[src/hdl/lsfs_pkg.sv]
// Package for the serial LCD frame sender: payload structs, engine phases,
// frame and boot-sequence constants and small table functions.
// No dependencies.
package lsfs_pkg;

   localparam int WAIT_COUNTER_BITS = 16;
   localparam int FRAME_BITS        = 24;
   localparam int BIT_INDEX_BITS    = 5;
   localparam int INIT_STEP_BITS    = 4;
   localparam int PHASE_TICK_BITS   = 8;
   localparam int FRAME_GAP_BITS    = 10;
   localparam int CSR_ADDR_BITS     = 3;
   localparam int CSR_DATA_BITS     = 32;

   localparam logic [7:0] SYNC_DATA = 8'hFA;
   localparam logic [7:0] SYNC_CMD  = 8'hF8;

   localparam logic [WAIT_COUNTER_BITS-1:0] RST_LOW_TICKS  = WAIT_COUNTER_BITS'(10000);
   localparam logic [WAIT_COUNTER_BITS-1:0] RST_HOLD_TICKS = WAIT_COUNTER_BITS'(50000);

   localparam logic [PHASE_TICK_BITS-1:0] PHASE_TICKS_RESET = 8'd1;
   localparam logic [FRAME_GAP_BITS-1:0]  FRAME_GAP_RESET   = 10'd72;

   localparam logic CSR_PHASE_TICKS = 1'b0;
   localparam logic CSR_FRAME_GAP   = 1'b1;

   typedef enum logic [1:0] {
      OP_TICK   = 2'd0,
      OP_WRITE  = 2'd1,
      OP_CURSOR = 2'd2,
      OP_INIT   = 2'd3
   } op_type;

   typedef enum logic [1:0] {
      CMD_TICK,
      CMD_FRAME,
      CMD_INIT
   } cmd_kind_type;

   typedef enum logic [2:0] {
      PH_IDLE,
      PH_CS_SETUP,
      PH_DATA,
      PH_CLK_HIGH,
      PH_CLK_LOW,
      PH_GAP,
      PH_RST_LOW,
      PH_HOLD
   } phase_type;

   typedef struct packed {
      logic [1:0] op;
      logic [7:0] data_byte;
      logic       is_data;
      logic [1:0] row;
      logic [3:0] col;
   } req_type;

   typedef struct packed {
      logic sclk;
      logic sid;
      logic cs;
      logic rst_res;
      logic busy_res;
      logic accepted;
   } rsp_type;

   typedef struct packed {
      cmd_kind_type          kind;
      logic [FRAME_BITS-1:0] frame;
   } cmd_type;

   typedef struct packed {
      logic rst;
      logic cs;
      logic sid;
      logic sclk;
   } pins_type;

   typedef struct packed {
      logic [PHASE_TICK_BITS-1:0] phase_ticks;
      logic [FRAME_GAP_BITS-1:0]  frame_gap_ticks;
   } cfg_type;

   function automatic logic [FRAME_BITS-1:0] frame_word(input logic [7:0] value,
                                                        input logic       is_data);
      logic [7:0] sync;
      sync = is_data ? SYNC_DATA : SYNC_CMD;
      return {sync, value[7:4], 4'b0000, value[3:0], 4'b0000};
   endfunction

   function automatic logic [7:0] row_base(input logic [1:0] row);
      logic [7:0] base;
      case (row)
         2'd0:    base = 8'h80;
         2'd1:    base = 8'h90;
         2'd2:    base = 8'h88;
         default: base = 8'h98;
      endcase
      return base;
   endfunction

   function automatic logic [7:0] boot_cmd(input logic [2:0] idx);
      logic [7:0] cmd;
      case (idx)
         3'd0:    cmd = 8'h30;
         3'd1:    cmd = 8'h30;
         3'd2:    cmd = 8'h0C;
         3'd3:    cmd = 8'h01;
         default: cmd = 8'h06;
      endcase
      return cmd;
   endfunction

   function automatic logic [WAIT_COUNTER_BITS-1:0] boot_wait(input logic [2:0] idx);
      logic [WAIT_COUNTER_BITS-1:0] w;
      case (idx)
         3'd0:    w = WAIT_COUNTER_BITS'(100);
         3'd1:    w = WAIT_COUNTER_BITS'(37);
         3'd2:    w = WAIT_COUNTER_BITS'(100);
         3'd3:    w = WAIT_COUNTER_BITS'(10000);
         default: w = WAIT_COUNTER_BITS'(100);
      endcase
      return w;
   endfunction

endpackage

[src/hdl/lcd_serial_frame_sender_top.sv]
// Top level of the serial LCD frame sender: configuration registers and the
// front/back split. Depends on lsfs_pkg, lsfs_front and lsfs_back.
//
// Usage: request beats enter through push/full on req_data; each is a tick
// (one microsecond of time), a byte write, a cursor move or an init run.
// Every request beat yields exactly one result beat on rsp_data, read
// through empty/pop: the pin levels after the beat, busy_res, and accepted
// (high only for a write, cursor or init request taken while idle).
// A result beat is registered into the result buffer when the sequencer
// applies its command; one beat per cycle is sustained while the result
// buffer has room. Two-entry queues on each side let the input keep
// flowing while a result waits; a stalled receiver fills the result buffer,
// then the command queue, and then full rises. phase_ticks (address 0) and
// frame_gap_ticks (address 4) are written through the APB port; the user
// must write them only while no beat is in flight, and the block does not
// enforce this. Reset clears both queues, puts the sequencer idle with all
// pins low and loads phase_ticks 1 and frame_gap_ticks 72.
module lcd_serial_frame_sender_top (
   input  logic                                   clock,
   input  logic                                   reset,
   input  logic                                   push,
   output logic                                   full,
   input  lsfs_pkg::req_type                      req_data,
   output logic                                   empty,
   input  logic                                   pop,
   output lsfs_pkg::rsp_type                      rsp_data,
   input  logic                                   psel,
   input  logic                                   penable,
   input  logic                                   pwrite,
   input  logic [lsfs_pkg::CSR_ADDR_BITS-1:0]     paddr,
   input  logic [lsfs_pkg::CSR_DATA_BITS-1:0]     pwdata,
   output logic [lsfs_pkg::CSR_DATA_BITS-1:0]     prdata,
   output logic                                   pready
);
   import lsfs_pkg::*;

   cfg_type cfg_ff, cfg_in;
   logic    csr_write;
   logic    cmd_valid;
   logic    cmd_pop;
   cmd_type cmd_data;

   assign pready    = 1'b1;
   assign csr_write = psel && penable && pwrite && pready;

   always_comb begin
      cfg_in = cfg_ff;
      if (csr_write) begin
         case (paddr[2])
            CSR_PHASE_TICKS: cfg_in.phase_ticks     = pwdata[PHASE_TICK_BITS-1:0];
            CSR_FRAME_GAP:   cfg_in.frame_gap_ticks = pwdata[FRAME_GAP_BITS-1:0];
            default:         cfg_in = cfg_ff;
         endcase
      end
   end

   always_comb begin
      case (paddr[2])
         CSR_PHASE_TICKS: prdata = CSR_DATA_BITS'(cfg_ff.phase_ticks);
         default:         prdata = CSR_DATA_BITS'(cfg_ff.frame_gap_ticks);
      endcase
   end

   always_ff @(posedge clock) begin
      if (reset) begin
         cfg_ff.phase_ticks     <= PHASE_TICKS_RESET;
         cfg_ff.frame_gap_ticks <= FRAME_GAP_RESET;
      end else begin
         cfg_ff <= cfg_in;
      end
   end

   lsfs_front u_front (
      .clock     (clock),
      .reset     (reset),
      .push      (push),
      .full      (full),
      .req_data  (req_data),
      .cmd_valid (cmd_valid),
      .cmd_data  (cmd_data),
      .cmd_pop   (cmd_pop)
   );

   lsfs_back u_back (
      .clock     (clock),
      .reset     (reset),
      .cfg       (cfg_ff),
      .cmd_valid (cmd_valid),
      .cmd_data  (cmd_data),
      .cmd_pop   (cmd_pop),
      .empty     (empty),
      .pop       (pop),
      .rsp_data  (rsp_data)
   );

endmodule

[src/hdl/lsfs_front.sv]
// Front end: classifies request beats into commands and holds them in a
// two-entry command queue for the engine. Depends on lsfs_pkg.
module lsfs_front (
   input  logic              clock,
   input  logic              reset,
   input  logic              push,
   output logic              full,
   input  lsfs_pkg::req_type req_data,
   output logic              cmd_valid,
   output lsfs_pkg::cmd_type cmd_data,
   input  logic              cmd_pop
);
   import lsfs_pkg::*;

   cmd_type    q_ff [2];
   cmd_type    cmd_in;
   logic       wr_ptr_ff, wr_ptr_in;
   logic       rd_ptr_ff, rd_ptr_in;
   logic [1:0] count_ff, count_in;
   logic       push_ok;
   logic [7:0] cursor_byte;

   always_comb begin
      cursor_byte = row_base(req_data.row) + {4'b0000, req_data.col};
      cmd_in.frame = frame_word(req_data.data_byte, req_data.is_data);
      case (op_type'(req_data.op))
         OP_TICK: begin
            cmd_in.kind = CMD_TICK;
         end
         OP_WRITE: begin
            cmd_in.kind = CMD_FRAME;
         end
         OP_CURSOR: begin
            cmd_in.kind  = CMD_FRAME;
            cmd_in.frame = frame_word(cursor_byte, 1'b0);
         end
         default: begin
            cmd_in.kind = CMD_INIT;
         end
      endcase
   end

   assign full      = (count_ff == 2'd2);
   assign push_ok   = push && !full;
   assign cmd_valid = (count_ff != 2'd0);
   assign cmd_data  = q_ff[rd_ptr_ff];

   always_comb begin
      wr_ptr_in = push_ok ? !wr_ptr_ff : wr_ptr_ff;
      rd_ptr_in = cmd_pop ? !rd_ptr_ff : rd_ptr_ff;
      count_in  = count_ff + {1'b0, push_ok} - {1'b0, cmd_pop};
   end

   always_ff @(posedge clock) begin
      if (reset) begin
         wr_ptr_ff <= 1'b0;
         rd_ptr_ff <= 1'b0;
         count_ff  <= 2'd0;
      end else begin
         wr_ptr_ff <= wr_ptr_in;
         rd_ptr_ff <= rd_ptr_in;
         count_ff  <= count_in;
      end
   end

   always_ff @(posedge clock) begin
      if (push_ok) begin
         q_ff[wr_ptr_ff] <= cmd_in;
      end
   end

   a_no_pop_when_empty: assert property (@(posedge clock) disable iff (reset)
      cmd_pop |-> count_ff != 2'd0)
      else $error("command queue popped while empty");

   a_count_bound: assert property (@(posedge clock) disable iff (reset)
      count_ff != 2'd3)
      else $error("command queue count out of range");

   a_push_counts: assert property (@(posedge clock) disable iff (reset)
      (push_ok && !cmd_pop) |=> count_ff == $past(count_ff) + 2'd1)
      else $error("command queue lost a beat");

endmodule

[src/hdl/lsfs_back.sv]
// Back end: the pin sequencer (one command per cycle while the result buffer
// has room) and a two-entry result buffer toward responses. Depends on lsfs_pkg.
module lsfs_back (
   input  logic              clock,
   input  logic              reset,
   input  lsfs_pkg::cfg_type cfg,
   input  logic              cmd_valid,
   input  lsfs_pkg::cmd_type cmd_data,
   output logic              cmd_pop,
   output logic              empty,
   input  logic              pop,
   output lsfs_pkg::rsp_type rsp_data
);
   import lsfs_pkg::*;

   phase_type                    phase_ff, phase_in;
   logic [WAIT_COUNTER_BITS-1:0] wait_ff, wait_in;
   logic [FRAME_BITS-1:0]        shift_ff, shift_in;
   logic [BIT_INDEX_BITS-1:0]    bit_index_ff, bit_index_in;
   logic [INIT_STEP_BITS-1:0]    init_step_ff, init_step_in;
   pins_type                     pins_ff, pins_in;

   logic                         busy;
   logic                         taken;
   logic [WAIT_COUNTER_BITS-1:0] plen;
   logic [BIT_INDEX_BITS-1:0]    next_index;
   logic [BIT_INDEX_BITS-1:0]    sel_index;
   phase_type                    done_phase;
   logic [WAIT_COUNTER_BITS-1:0] done_wait;
   logic [INIT_STEP_BITS-1:0]    done_step;
   logic [INIT_STEP_BITS-1:0]    step_m1;
   logic [INIT_STEP_BITS-1:0]    step_m2;
   rsp_type                      rsp_in;

   rsp_type    buf_ff [2];
   logic       wr_ptr_ff, rd_ptr_ff;
   logic [1:0] count_ff, count_in;
   logic       rsp_pop;

   assign busy    = (phase_ff != PH_IDLE);
   assign cmd_pop = cmd_valid && (count_ff != 2'd2);
   assign plen    = (cfg.phase_ticks == '0) ? WAIT_COUNTER_BITS'(1)
                                            : WAIT_COUNTER_BITS'(cfg.phase_ticks);
   assign next_index = bit_index_ff + BIT_INDEX_BITS'(1);
   assign sel_index  = BIT_INDEX_BITS'(FRAME_BITS - 1) - next_index;
   assign step_m1    = init_step_ff - INIT_STEP_BITS'(1);
   assign step_m2    = init_step_ff - INIT_STEP_BITS'(2);

   always_comb begin
      if (init_step_ff >= INIT_STEP_BITS'(2) && init_step_ff <= INIT_STEP_BITS'(6)) begin
         done_phase = PH_HOLD;
         done_wait  = boot_wait(step_m2[2:0]);
         done_step  = init_step_ff;
      end else begin
         done_phase = PH_IDLE;
         done_wait  = '0;
         done_step  = '0;
      end
   end

   always_comb begin
      phase_in     = phase_ff;
      wait_in      = wait_ff;
      shift_in     = shift_ff;
      bit_index_in = bit_index_ff;
      init_step_in = init_step_ff;
      pins_in      = pins_ff;
      taken        = 1'b0;
      case (cmd_data.kind)
         CMD_TICK: begin
            if (busy) begin
               if (wait_ff > WAIT_COUNTER_BITS'(1)) begin
                  wait_in = wait_ff - WAIT_COUNTER_BITS'(1);
               end else begin
                  case (phase_ff)
                     PH_CS_SETUP: begin
                        bit_index_in = '0;
                        pins_in.sid  = shift_ff[FRAME_BITS-1];
                        phase_in     = PH_DATA;
                        wait_in      = plen;
                     end
                     PH_DATA: begin
                        pins_in.sclk = 1'b1;
                        phase_in     = PH_CLK_HIGH;
                        wait_in      = plen;
                     end
                     PH_CLK_HIGH: begin
                        pins_in.sclk = 1'b0;
                        phase_in     = PH_CLK_LOW;
                        wait_in      = plen;
                     end
                     PH_CLK_LOW: begin
                        bit_index_in = next_index;
                        if (next_index < BIT_INDEX_BITS'(FRAME_BITS)) begin
                           pins_in.sid = shift_ff[sel_index];
                           phase_in    = PH_DATA;
                           wait_in     = plen;
                        end else begin
                           pins_in.cs = 1'b0;
                           if (cfg.frame_gap_ticks == '0) begin
                              phase_in     = done_phase;
                              wait_in      = done_wait;
                              init_step_in = done_step;
                           end else begin
                              phase_in = PH_GAP;
                              wait_in  = WAIT_COUNTER_BITS'(cfg.frame_gap_ticks);
                           end
                        end
                     end
                     PH_GAP: begin
                        phase_in     = done_phase;
                        wait_in      = done_wait;
                        init_step_in = done_step;
                     end
                     PH_RST_LOW: begin
                        pins_in.rst  = 1'b1;
                        init_step_in = INIT_STEP_BITS'(1);
                        phase_in     = PH_HOLD;
                        wait_in      = RST_HOLD_TICKS;
                     end
                     PH_HOLD: begin
                        if (init_step_ff >= INIT_STEP_BITS'(1) &&
                            init_step_ff <= INIT_STEP_BITS'(5)) begin
                           shift_in     = frame_word(boot_cmd(step_m1[2:0]), 1'b0);
                           bit_index_in = '0;
                           pins_in.cs   = 1'b1;
                           phase_in     = PH_CS_SETUP;
                           wait_in      = plen;
                           init_step_in = init_step_ff + INIT_STEP_BITS'(1);
                        end else begin
                           init_step_in = '0;
                           phase_in     = PH_IDLE;
                           wait_in      = '0;
                        end
                     end
                     default: begin
                        phase_in = PH_IDLE;
                        wait_in  = '0;
                     end
                  endcase
               end
            end
         end
         CMD_FRAME: begin
            if (!busy) begin
               taken        = 1'b1;
               shift_in     = cmd_data.frame;
               bit_index_in = '0;
               pins_in.cs   = 1'b1;
               phase_in     = PH_CS_SETUP;
               wait_in      = plen;
            end
         end
         default: begin
            if (!busy) begin
               taken        = 1'b1;
               pins_in      = '0;
               init_step_in = INIT_STEP_BITS'(1);
               phase_in     = PH_RST_LOW;
               wait_in      = RST_LOW_TICKS;
            end
         end
      endcase
   end

   always_comb begin
      rsp_in.sclk     = pins_in.sclk;
      rsp_in.sid      = pins_in.sid;
      rsp_in.cs       = pins_in.cs;
      rsp_in.rst_res  = pins_in.rst;
      rsp_in.busy_res = (phase_in != PH_IDLE);
      rsp_in.accepted = taken;
   end

   always_ff @(posedge clock) begin
      if (reset) begin
         phase_ff     <= PH_IDLE;
         wait_ff      <= '0;
         shift_ff     <= '0;
         bit_index_ff <= '0;
         init_step_ff <= '0;
         pins_ff      <= '0;
      end else if (cmd_pop) begin
         phase_ff     <= phase_in;
         wait_ff      <= wait_in;
         shift_ff     <= shift_in;
         bit_index_ff <= bit_index_in;
         init_step_ff <= init_step_in;
         pins_ff      <= pins_in;
      end
   end

   assign empty    = (count_ff == 2'd0);
   assign rsp_pop  = pop && !empty;
   assign rsp_data = buf_ff[rd_ptr_ff];
   assign count_in = count_ff + {1'b0, cmd_pop} - {1'b0, rsp_pop};

   always_ff @(posedge clock) begin
      if (reset) begin
         wr_ptr_ff <= 1'b0;
         rd_ptr_ff <= 1'b0;
         count_ff  <= 2'd0;
      end else begin
         wr_ptr_ff <= cmd_pop ? !wr_ptr_ff : wr_ptr_ff;
         rd_ptr_ff <= rsp_pop ? !rd_ptr_ff : rd_ptr_ff;
         count_ff  <= count_in;
      end
   end

   always_ff @(posedge clock) begin
      if (cmd_pop) begin
         buf_ff[wr_ptr_ff] <= rsp_in;
      end
   end

   a_taken_busy: assert property (@(posedge clock) disable iff (reset)
      (cmd_pop && taken) |-> rsp_in.busy_res)
      else $error("accepted request left the sequencer idle");

   a_idle_no_wait: assert property (@(posedge clock) disable iff (reset)
      phase_ff == PH_IDLE |-> wait_ff == '0)
      else $error("idle sequencer holds a pending wait");

   a_cs_in_frame: assert property (@(posedge clock) disable iff (reset)
      pins_ff.cs |-> (phase_ff == PH_CS_SETUP || phase_ff == PH_DATA ||
                      phase_ff == PH_CLK_HIGH || phase_ff == PH_CLK_LOW))
      else $error("chip select high outside a frame");

   a_bit_in_range: assert property (@(posedge clock) disable iff (reset)
      (phase_ff == PH_DATA || phase_ff == PH_CLK_HIGH || phase_ff == PH_CLK_LOW)
      |-> bit_index_ff < BIT_INDEX_BITS'(FRAME_BITS))
      else $error("bit index past end of frame");

   a_rsp_count: assert property (@(posedge clock) disable iff (reset)
      count_ff != 2'd3)
      else $error("result buffer overflow");

endmodule
[config.mk]
export PLATFORM = sky130hd
export DESIGN_NAME = lcd_serial_frame_sender_top
export DESIGN_NICKNAME = d
export VERILOG_FILES = /design/src/hdl/lsfs_pkg.sv /design/src/hdl/lcd_serial_frame_sender_top.sv /design/src/hdl/lsfs_front.sv /design/src/hdl/lsfs_back.sv
export SDC_FILE = /design/constraint.sdc
export NUM_CORES = 1
export LEC_CHECK = 0
export ABC_AREA = 1
export BUFFER_PORTS_ARGS = -buffer_cell sky130_fd_sc_hd__buf_2
export CELL_PAD_IN_SITES_DETAIL_PLACEMENT = 1
export CELL_PAD_IN_SITES_GLOBAL_PLACEMENT = 1
export CORE_MARGIN = 3
export CORE_UTILIZATION = 41
export DETAILED_ROUTE_END_ITERATION = 8
export PLACE_DENSITY_LB_ADDON = 0.1
export SKIP_LAST_GASP = 1
export SLEW_MARGIN = 10
export SYNTH_ARGS = -nofsm -noshare
export SYNTH_HDL_FRONTEND = slang
export SYNTH_SLANG_ARGS = --single-unit
[constraint.sdc]
create_clock -name clock -period 2.85 [get_ports clock]
set_clock_uncertainty 0.05 [all_clocks]
set_input_delay 0.1425 -clock clock [delete_from_list [all_inputs] [get_ports clock]]
set_output_delay 0.1425 -clock clock [all_outputs]
set_load 0.005 [all_outputs]
# Word-level counts from Yosys, hierarchy flattened
# Memory sizes are Yosys's and may differ from the RTL's. A register that Yosys moved wholly into a read port is not among the register bits.
# Index checks and enable logic that the tools add are counted.
totals:
  ff_bits: 82
  ramBits: 64
  input_bits: 59
  out_inout_bits: 41
  wordCells: 177
  n_memories: 2
op_classes:
  n_addsub: 11
  order_cmp: 7
  eq_ne: 30
  muxes: 75
  n_bitwise: 2
  reduce_logical: 33
mem_list:
  columns: ["memory", "depth", "word_bits", "rd", "rd_ports_with_merged_regs", "wr", "line_no", "text"]
  rows:
  - ["u_front.q_ff", 2, 26, 1, 1, 1, "lsfs_front.sv:15", "cmd_type q_ff [2];"]
  - ["u_back.buf_ff", 2, 6, 1, 1, 1, "lsfs_back.sv:35", "rsp_type buf_ff [2];"]
op_table:
  columns: ["cell", "count"]
  rows:
  - ["$mux 24", 6]
  - ["$mux 16", 6]
  - ["$pmux 16 s5", 1]
  - ["$pmux 24 s2", 1]
  - ["$mux 4", 10]
  - ["$pmux 16 s2", 1]
  - ["$pmux 5 s3", 2]
  - ["$mux 14", 2]
  - ["$pmux 14 s2", 1]
  - ["$mux 3", 7]
  - ["$pmux 3 s7", 1]
  - ["$mux 5", 4]
  - ["$pmux 6 s3", 1]
  - ["$mux 1", 17]
  - ["$gt 16x1->1 const B", 1]
  - ["$pmux 4 s4", 1]
  - ["$sub 16x1->16 const B", 1]
  - ["$eq 3x2->1 const B", 5]
  - ["$reduce_and 7->1", 2]
  - ["$eq 3x3->1 const B", 4]
  - ["$logic_not 10->1", 1]
  - ["$mux 10", 1]
  - ["$ne 2x2->1 const B", 5]
  - ["$pmux 1 s2", 5]
  - ["41 further kinds", 72]

# Depth between registers and ports, before layout
logic_depth:
  depth_word: 10
  ltp_mapped: 17
  mapped_depth_nobuf: 17

# Hierarchy
# From an unflattened synthesis, not the netlist that was laid out.
hier_totals:
  hier_cells: 967
  hier_area_um2: 7284.5
modules_own_cells:
  columns: ["mod", "n_inst", "cells_each", "area_per_inst_um2", "seq_area_each_um2"]
  rows:
  - ["lsfs_back", 1, 685, 4882.2, 1581.5]
  - ["lsfs_front", 1, 118, 1352.5, 760.7]
  - ["lcd_serial_frame_sender_top", 1, 164, 1049.8, 360.3]

# Worst setup path before layout
# No wires, ideal clock.
synth_timing:
  kind: "reg-to-reg"
  startpoint: "register u_back.bit_index_ff[1]"
  endpoint: "memory u_back.buf_ff[0][1] (netlist name), data pin"
  setup_ns: 0.258
  arrival_time_ns: 1.802
  t_required_ns: 2.542
  setup_slack_ns: 0.740
  path_stages_with_launch: 16
  path_buffers: 0
  synth_period_minus_slack_ns: 2.110
  cell_sequence: "dfxtp_1 > ha_1 > nand2_1 > nor2_1 > xnor2_1 > inv_1 > ha_1 > inv_1 > nand2_1 > nand3_1 > nor2_1 > a21oi_1 > o21ai_0 > nand2_1 > nor2_1 > nand2_1"
synth_rtl:
  columns: ["item", "line_no", "text"]
  rows:
  - ["start: declaration", "lsfs_back.sv:19", "logic [BIT_INDEX_BITS-1:0] bit_index_ff, bit_index_in;"]
  - ["start signal: assignment", "lsfs_back.sv:187", "bit_index_ff <= bit_index_in;"]
  - ["end: declaration", "lsfs_back.sv:35", null]

==> reports/results.ini <==
[critical_path]
path_cells = ha_1 > nand2_1 > nor2_1 > xnor2_1 > inv_1 > ha_1 > inv_1 > nand2_1 > nand3_1 > nor2_1 > a21oi_1 > o21ai_0 > nand2_1 > nor2_1 > nand2_1
max_stage_delay_ns = 0.38
crit_type = reg -> reg
cp_max_fo = 5
r2r_slack_ns = 0.30
rr_startpoint = u_back.bit_index_ff[1]$_SDFFE_PP0P_
r2r_end = u_back.buf_ff[1][1]$_DFFE_PP_
critPathLaunchType = flip-flop
required_ns = 2.90
ff2ff_path_depth = 15
cp.arrival_ns = 2.60
path_common_cell = nand2_1
end_kind = flip-flop
crit_slowest_cell = dfxtp_1

[drt]
wl_per_cell_um = 15.4
route.detailed.drc = 0
route.antenna.remaining_nets = 0
post_drt_via_cell_ratio = 5.16
wl_mm = 17.1
dr.pass1.iters = 7
via_count = 5727
drt_iter0_markers = 277

[pwr]
total_power_w = 0.00774
power_frac_clock_pct = 15.6
vdd_drop_max_v = 0.000382
power.switching_w = 0.00377
seqPwrFrac_pct = 29.3
power.internal_w = 0.00397
power_leakage_nw = 3.17
powerDensity_mw_per_mm2 = 1100
combPwrFrac_pct = 55.2
switching_share_pct = 48.7

[yosys]
avgSynthCellArea_um2 = 7.29
synthTopCellsByCount = nand2_1, nor2_1, inv_1
synth_cell_types = 45
yosysTopAreaCell = dfxtp_1
ys_seq_area_share_pct = 38.4
synthesis.area_mm2 = 0.00631
synth_edf_count = 34
synthTopCellsByArea = dfxtp_1, edfxtp_1, nand2_1
yosys_warnings = 0
async_flop_share_pct = 0
synth-seq-cells = 104
synth.most_common_cell = nand2_1
synthFlopType = dfxtp_1
synthCells = 866
synth_top_area_share_pct = 22.2

[cts]
clk_pin_slew_ns = 0.08
clockBufferDepth = 2
cts_root_buffer = clkbuf_16
ctsHoldBuffers = 9
cts_buffers = 9
cts_tree = done
post-cts-setup-buffers = 0
clock-sinks = 104
worstSkewPairLatency_ns = 0.36
htreeDepth = 3
cts.repair.resized = 0

[run]
cap_violations = 0

[floorplanning]
rows = 44
fp.dieH_um = 130
start_util_pct = 42.6
ios = 100
die_area_mm2 = 0.0169
coreArea_mm2 = 0.0148
die_w_um = 130

[sta]
rsz0062_at_grt = false
fin_crit_sh_pct = 89.4
setup_viol = 0
max_freq_mhz = 393
fin_tns_setup_ns = 0
drv_slew = 0
fin_crit_ns = 2.55
relSlewSlack_pct = 59.5
hold_viol = 0
tightestPinTransition_ns = 0.606

[place]
finalWeightedCongestion = 0.866
post-dp-hpwl_mm = 12.8
io_buffer_count = 52

[hold_path]
worstHoldPathCells = 3
hold_path_class = in -> reg
hp-start = pwdata[7]
min_to = cfg_ff[7]$_SDFFE_PP0P_

[status]
status = complete, no violations

[grt]
grt_usage_pct = 20.6
grt_max_degree = 36
grt_pass1_wl_mm = 28.1
overflow = 0
antenna_found_initial = 0
first_global_vias = 5809

[cells_and_area]
final_layout_size_suffix_gt1_share_pct = 14.1
synthToLayoutAreaGrowth_pct = 11.4
fillers = 1915
nets = 1000
antenna_cells = 0

[worst max-delay path by stage]
stage | start | end | slack [ns] | depth (start not counted)
after global routing | u_back.bit_index_ff[1]$_SDFFE_PP0P_ | u_back.buf_ff[1][1]$_DFFE_PP_ | 0.05 | 15
after CTS | u_back.bit_index_ff[1]$_SDFFE_PP0P_ | u_back.buf_ff[1][1]$_DFFE_PP_ | 0.31 | 15
after global placement | u_back.bit_index_ff[1]$_SDFFE_PP0P_ | u_back.buf_ff[0][1]$_DFFE_PP_ | 0.43 | 15
final | u_back.bit_index_ff[1]$_SDFFE_PP0P_ | u_back.buf_ff[1][1]$_DFFE_PP_ | 0.30 | 15
after floorplan | u_back.bit_index_ff[1]$_SDFFE_PP0P_ | u_back.buf_ff[0][1]$_DFFE_PP_ | 0.74 | 15
after detailed placement | u_back.bit_index_ff[1]$_SDFFE_PP0P_ | u_back.buf_ff[1][1]$_DFFE_PP_ | 0.35 | 15
[worst max-delay path, delay by kind of cell (launching register included)]
kind | cells | cell delay, ns
xor gates and xnor gates | 1 | 0.07
adders and majority gates | 2 | 0.43
AOI/OAI and AO/OA | 2 | 0.34
and+or+nand+nor | 8 | 0.85
buffers and inverters | 2 | 0.16
DFF | 1 | 0.38
[per-stage QoR]
stage / setup slack [ns] / hold slack [ns] / cell area, µm² / utilization, % / instances
finish: 0.303 / 0.00266 / 7030 / 47.5 / 1110
global route: 0.0515 / 0.0202 / 7030 / 47.5 / 1110
CTS: 0.315 / 0.00270 / 7030 / 47.5 / 1110
detailed placement: 0.348 / 0.324 / 6660 / 45.0 / 1085
global placement: 0.427 / 0.319 / 6660 / 45.0 / 1085
floorplan: 0.740 / 0.219 / 6390 / - / 887
[power by group through the flow]
| stage | Clock [W] | Combinational, W | Sequential (W) |
|---|---|---|---|
| 5_1_grt | 0.00129 | 0.00484 | 0.00232 |
| 4_1_cts | 0.00124 | 0.00428 | 0.00226 |
| 3_3_place_gp | 0 | 0.00410 | 0.00227 |
| 2_1_floorplan | 0 | 0.00323 | 0.00219 |
| 6_report | 0.00121 | 0.00427 | 0.00227 |
| 3_5_place_dp | 0 | 0.00423 | 0.00229 |
[cells in the final DEF, fill, tap and decap left out, types with 3 or more instances in the layout]
master and instances:
a21oi_1 73, a31oi_1 4, buf_2 52, buf_4 12, clkbuf_16 9, clkinv_1 3, clkinv_2 3, conb_1 23
dfxtp_1 70, dlygate4sd3_1 9, edfxtp_1 34, ha_1 20, inv_1 98, inv_2 7, mux2_2 12, mux2i_1 3
nand2_1 170, nand2_2 6, nand2_4 4, nand3_1 60, nand4_1 14, nor2_1 103, nor2_2 5, nor2_4 7
nor3_1 8, o211ai_1 8, o21ai_0 69, xnor2_1 6, xor2_1 8
[cell families after synthesis]
family,synth area share [%]
AND/OR/NAND/NOR,26.7
AO/OA/AOI/OAI,14.7
buffers and inverters,11.5
flip-flops,38.4
adder cells (fa/ha/maj),3.97
multiplexers,2.62
XOR/XNOR,1.94
other,0.119
[registers in the layout, indices dropped and copies added, names as in the netlist, 2 cells and up, named ones only]
signal,cells
u_front.count_ff,2
u_back.shift_ff,10
u_back.count_ff,2
u_back.pins_ff,4
u_back.buf_ff,12
u_back.phase_ff,3
u_back.init_step_ff,4
cfg_ff,18
u_back.wait_ff,16
u_front.q_ff,22
u_back.bit_index_ff,5
[layout make-up]
type | count | area (µm²) | area share [%]
clock buffers | 9 | 225 | 3.20
clock inverters | 7 | 53.8 | 0.766
inverters | 110 | 418 | 5.95
multi-input cells | 623 | 3240 | 46.1
flip-flops and latches | 104 | 2420 | 34.5
well taps | 184 | 230 | 3.28
repair buffers | 73 | 440 | 6.27
[layer usage]
layer / track usage (%) / wire length [µm] / up-vias
li1: - / - / 2903
met1: 27.6 / 8390 / 2693
met2: 34.0 / 7730 / 108
met3: 2.87 / 629 / 23
met4: 7.15 / 306 / 0
met5: 0 / 0 / -
Note: power is estimated with default switching activity, not from simulation.
